==> src/sorted_priority_queue_assert.svh <==
// Assertion macros for the sorted priority queue.
// The macros sample on clk and are disabled while arst_n is low.
`ifndef SORTED_PRIORITY_QUEUE_ASSERT_SVH
`define SORTED_PRIORITY_QUEUE_ASSERT_SVH

`ifndef SYNTHESIS

`define SPQ_ASSERT_NOW(lbl, pre, post, msg) \
	lbl: assert property (@(posedge clk) disable iff (!arst_n) (pre) |-> (post)) \
		else $error(msg);

`define SPQ_ASSERT_NEXT(lbl, pre, post, msg) \
	lbl: assert property (@(posedge clk) disable iff (!arst_n) (pre) |=> (post)) \
		else $error(msg);

`else

`define SPQ_ASSERT_NOW(lbl, pre, post, msg)

`define SPQ_ASSERT_NEXT(lbl, pre, post, msg)

`endif

`endif

==> src/spq_pkg.sv <==
`timescale 1ns / 1ps
`default_nettype none

package spq_pkg;

	localparam int CAPACITY_DEF  = 32;
	localparam int KEY_BITS_DEF  = 16;
	localparam int PRIO_BITS_DEF = 64;

	typedef enum logic [1:0] {
		OP_ENQ = 2'd0,
		OP_DEQ = 2'd1,
		OP_DEC = 2'd2,
		OP_QRY = 2'd3
	} spq_op_t;

	typedef enum logic {
		ST_IDLE = 1'b0,
		ST_EXEC = 1'b1
	} spq_state_t;

	// broadcast from the top level to every cell
	typedef struct packed {
		logic    apply;
		spq_op_t op;
	} spq_ctl_t;

endpackage

`default_nettype wire

==> src/spq_cell.sv <==
`timescale 1ns / 1ps
`default_nettype none

module spq_cell #(
	parameter int KEY_BITS  = spq_pkg::KEY_BITS_DEF,
	parameter int PRIO_BITS = spq_pkg::PRIO_BITS_DEF
) (
	input  wire                    clk,
	input  spq_pkg::spq_ctl_t      ctl,
	input  wire                    occupied,
	input  wire  [KEY_BITS-1:0]    cmd_key,
	input  wire  [PRIO_BITS-1:0]   cmd_prio,
	input  wire  [KEY_BITS-1:0]    prev_key,
	input  wire  [PRIO_BITS-1:0]   prev_prio,
	input  wire                    prev_gt,
	input  wire  [KEY_BITS-1:0]    next_key,
	input  wire  [PRIO_BITS-1:0]   next_prio,
	input  wire                    seen_in,
	output logic [KEY_BITS-1:0]    key,
	output logic [PRIO_BITS-1:0]   prio,
	output logic                   gt,
	output logic                   seen_out,
	output logic                   improve
);
	import spq_pkg::*;

	logic [KEY_BITS-1:0]  key_q;
	logic [PRIO_BITS-1:0] prio_q;
	logic [KEY_BITS-1:0]  key_d;
	logic [PRIO_BITS-1:0] prio_d;
	logic                 match;

	// empty cells count as greater so an insert lands at the tail
	assign gt       = occupied ? (prio_q > cmd_prio) : 1'b1;
	assign match    = occupied && (key_q == cmd_key);
	assign seen_out = seen_in | match;
	assign improve  = match & ~seen_in & gt;
	assign key      = key_q;
	assign prio     = prio_q;

	always_comb begin
		key_d  = key_q;
		prio_d = prio_q;
		case (ctl.op)
			OP_ENQ: begin
				if (prev_gt) begin
					key_d  = prev_key;
					prio_d = prev_prio;
				end else if (gt) begin
					key_d  = cmd_key;
					prio_d = cmd_prio;
				end
			end
			OP_DEQ: begin
				key_d  = next_key;
				prio_d = next_prio;
			end
			OP_DEC: begin
				// only cells up to and including the first match move
				if (!seen_in) begin
					if (prev_gt) begin
						key_d  = prev_key;
						prio_d = prev_prio;
					end else if (gt) begin
						key_d  = cmd_key;
						prio_d = cmd_prio;
					end
				end
			end
			default: begin
				key_d  = key_q;
				prio_d = prio_q;
			end
		endcase
	end

	always_ff @(posedge clk) begin
		if (ctl.apply) begin
			key_q  <= key_d;
			prio_q <= prio_d;
		end
	end

endmodule

`default_nettype wire

==> config.mk <==
export PLATFORM = sky130hd
export DESIGN_NAME = spq_cell
export DESIGN_NICKNAME = d
export VERILOG_FILES = /design/src/sorted_priority_queue_assert.svh /design/src/spq_pkg.sv /design/src/spq_cell.sv
export SDC_FILE = /design/constraint.sdc
export NUM_CORES = 1
export LEC_CHECK = 0
export BUFFER_PORTS_ARGS = -buffer_cell sky130_fd_sc_hd__buf_2
export CAP_MARGIN = 20
export CORE_ASPECT_RATIO = 0.75
export CORE_MARGIN = 5
export CORE_UTILIZATION = 45
export DETAILED_ROUTE_END_ITERATION = 6
export GPL_TIMING_DRIVEN = 0
export PLACE_DENSITY = 0.81
export SKIP_CTS_REPAIR_TIMING = 1
export SYNTH_ARGS = -nofsm -noshare
export SYNTH_HDL_FRONTEND = slang
export SYNTH_SLANG_ARGS = --single-unit
==> constraint.sdc <==
create_clock -name clk -period 9.6 [get_ports clk]
set_input_delay 1.44 -clock clk [delete_from_list [all_inputs] [get_ports clk]]
set_output_delay 1.44 -clock clk [all_outputs]
set_load 0.005 [all_outputs]
# After elaboration in Yosys (flattened, before gate mapping)
# Cells that the tools add are included.
[word_totals]
reg_bits = 80
latchBits = 0
ram_bits = 0
mem_bits_ro = 0
input_bits = 247
word_cells = 24
mem_count = 0
[op_classes]
addsub = 0
n_mul = 0
div_mod_pow = 0
magnitude_cmp = 1
n_eq_ne = 4
shift = 0
mux = 9
n_bitwise = 4
reduce_logical = 4
[ops]
columns = ["cell", "count"]
rows = [
  ["$mux W64", 3],
  ["$pmux W64 S3", 1],
  ["$gt A64 B64 Y1", 1],
  ["$mux W16", 3],
  ["$pmux W16 S3", 1],
  ["$eq A16 B16 Y1", 1],
  ["$reduce_and A3 Y1", 1],
  ["$reduce_bool A3 Y1", 1],
  ["$and A1 B1 Y1", 2],
  ["$eq A2 B1 Y1 const B", 1],
  ["$eq A2 B2 Y1 const B", 1],
  ["$logic_not A2 Y1", 1],
  ["$ne A2 B2 Y1 const B", 1],
  ["$logic_and A1 B1 Y1", 1],
  ["$mux W1", 1],
  ["$not A1 Y1", 1],
  ["$or A1 B1 Y1", 1],
]

# Logic depth before layout (Yosys ltp)
[depth]
ltp_word = 6
depth_mapped = 9
mapped_depth_nobuf = 9

# Worst setup path before layout
# Ideal clock, no wire load.
[synth_path]
path_kind = "input to register"
from = "input port cmd_prio[61]"
to = "register key_q[0] (netlist: key[0]) (enable)"
setup_ns = 0.566
arrival_ns = 7.183
t_required_ns = 9.034
slack_ns = 1.851
path_stages = 9
cell_sequence = "inv_1 > ha_1 > nand4_2 > nor4_2 > and4_1 > and3_2 > a21boi_2 > o21ai_2 > a31oi_1"
[synth_lines]
columns = ["item", "line_no", "text"]
rows = [
  ["start: declaration", "spq_cell.sv:12", "input wire [PRIO_BITS-1:0] cmd_prio,"],
  ["end signal: assignment", "spq_cell.sv:79", "key_q <= key_d;"],
  ["end: declaration", "spq_cell.sv:27", "logic [KEY_BITS-1:0] key_q;"],
]

# Worst setup path after layout
[layout_path]
from = "input port cmd_prio[63]"
to = "output port improve"
[layout_between]
elab_chain_cells = 3
[layout_lines]
columns = ["item", "line_no", "text"]
rows = [
  ["$gt A64 B64 Y1", "spq_cell.sv:34", "assign gt = occupied ? (prio_q > cmd_prio) : 1'b1;"],
  ["$mux W1", "spq_cell.sv:34", ""],
  ["$and A1 B1 Y1", "spq_cell.sv:37", "assign improve = match & ~seen_in & gt;"],
  ["end: declaration", "spq_cell.sv:23", "output logic improve"],
]
# No other way between the ends.

==> metrics.txt <==
fillcell total roughly 1100; H-tree depth 3; min cycle time layout roughly 5.0 ns; Largest stage delay, worst path 0.31 ns; Antenna Nets Post-Route 0; synthesis-to-finish area growth 37.48%; Peak VDD IR ~96 µV; first-pass GRT wire length a little under 30 mm; Max-Cap Viols 0; CP Cell Sequence buf_2 > inv_1 > ha_1 > nand4_2 > nor4_2 > and4_1 > and3_2 > a21boi_2 > o21ai_2 > a211oi_2 > buf_2; Seq/Total Area, Yosys 0.4082; die area about 15000 µm²; Worst Skew slightly above 0.008 ns; Ys Warns 0; CTS Buf Count 9; Most Frequent Cell on Critical Path buf_2; final worst path period share 0.5244; final WL 19.66 mm; post-DR wirelength/cell 17.44 µm; Synth area leaders edfxtp_1 (41%), ha_1 (14%), mux2i_1 (14%); Pwr Total a little over 1 mW; Hold Vio Cnt, Final 0; core area ~13000 µm²; Worst-Skew Late Latency between 0.3 and 0.4 ns; Achievable Freq approximately 200 MHz; initial antenna violation count 4; unrepaired setup endpoints after global routing no; startpoint types input pin; CTS max path bufs 2; slowest CP cell ha_1; global route total overflow 0; Synth top cells by count nand2_1 (102), o21ai_1 (83), edfxtp_1 (80), mux2i_1 (80), inv_1 (65); largest net degree at the start of global routing 30; Slew @ Worst Pin 0.9775 ns; DRT Pass-1 Iters 4; routed vias between 5000 and 6000; Critical Path RT 8.16 ns; Reg clk slew, reported paths around 0.060 ns; crit path max fanout 3; Avg Cell Area, Syn a little under 10 µm²; EDFF count, synth 80; Starting Density 0.4569; synth unique cells 38; setup_tns 0 ns; GPL Wtd Cong approximately 0.87; average vias per placed instance 5.186; Layout Nets 1260; I/O pins 330; outcome finished, final reports clean; Yosys reg bits 80; pins over their slew limit 0; CP Data Arrival Time ~3.6 ns; CTS tree built; root buffer cell clkbuf_16; # rows 36; relative slew slack 0.3484; number of I/O port buffers roughly 330; Detailed Route Iter0 Violations 290; CTS sink cnt 80; Hold WC Path Type input pin to flip-flop; Cells after Synth 608; share of cells above drive strength 1 0.3742; gr usage total 0.2431; Synth area leader edfxtp_1; Final Core Density 0.6281; crit path kind input pin to output port; Net Count, Synth 919; Die Height 109.0 µm; CP Capture Type output port; share of the synthesized area in the top cell type 0.4082; Final Setup Violations 0; DR DRC count 0; Post-synth ARST share 0; Main synth FF type edfxtp_1; die width ~140 µm; hpwl dp 16.58 mm; vias in the first global route around 6000; pwr/cell area ~130 nW/µm²; most frequent cell after synthesis nand2_1; synthesized area between 5000 and 6000 µm²; leakage just over 4 nW
## metrics by stage
stage                     std cells  setup WS [ns]  area, µm²  hold slack [ns]
final                          1127          4.566       8092            1.385
after global routing           1126          4.365       8089            1.390
after CTS                      1125          4.483       8087            1.374
after detailed placement       1109          4.490       7796            1.559
after global placement         1107        -0.6438       7741            1.720
after floorplan                 608          1.851       5886            1.634
## where the power goes
part | leakage (nW) | switching [mW] | internal [mW]
clock | 0.132 | 0.139 | 0.201
sequential | 0.761 | 0.0137 | 0.419
combinational | 3.14 | 0.133 | 0.119
total | 4.03 | 0.286 | 0.740
## final timing paths
kind | end | slack [ns] | startpoint | depth (start not counted)
worst min-delay path | key[0] | 1.38 | next_key[0] | 3
worst max register to register | prio[17] | 6.16 | prio[63] | 9
worst max-delay path | improve | 4.57 | cmd_prio[63] | 11
worst min register to register | prio[44] | 1.54 | prio[1] | 6
## sequential cells by signal (all words and copies together) (netlist names)
signal  count
key        16
prio       64
## layout by cell type (no fill, tap or decap), types with 11 or more instances in the layout
master    synthesis  layout
o21ai_1          83      83
nand4_1          11      11
ha_1             64      64
edfxtp_1         80      80
nand2_1         102     102
a21oi_1          25      25
inv_1            65      65
xnor2_1          16      16
clkbuf_1         21      23
mux2i_1          80      80
buf_2             0     328
## routing by layer
metal,global-route usage,vias to the layer above,share of wire
li1,-,2860,-
met1,0.2842,2689,0.39
met2,0.4316,249,0.50
met3,0.07321,41,0.088
met4,0.07329,6,0.025
met5,0,-,0.0020
## worst max-delay path: cells and delay by family
family                     cells  cell delay [ns]
buffers and inverters          3             0.30
AOI/OAI and AO/OA              3             0.54
adders and majority gates      1             0.31
and+or+nand+nor                4             0.99
## final cells by class
class | count | area [µm²] | share of cell area
Multi-Input combinational cell | 436 | 3153 | 0.3897
Antenna cell | 2 | 5.005 | 0.0006185
Clock inverter | 5 | 57.56 | 0.007113
Inverter | 65 | 244.0 | 0.03015
Clock buffer | 11 | 232.7 | 0.02876
Timing Repair Buffer | 330 | 1682 | 0.2078
Sequential cell | 80 | 2402 | 0.2969
Buffer | 27 | 101.3 | 0.01253
Tap cell | 171 | 214.0 | 0.02644
## cells by family (layout without fill, tap and decap cells)
logic type	after synthesis	after routing	share of synthesized area
xor+xnor	16	16	0.02381
simple gates	142	142	0.1103
other cells	0	2	0
mux	80	80	0.1361
buf+inv	92	438	0.05867
compound gates	134	134	0.1269
fa+ha+maj	64	64	0.1361
flops	80	80	0.4082
Power figures use the tool's default switching activity.
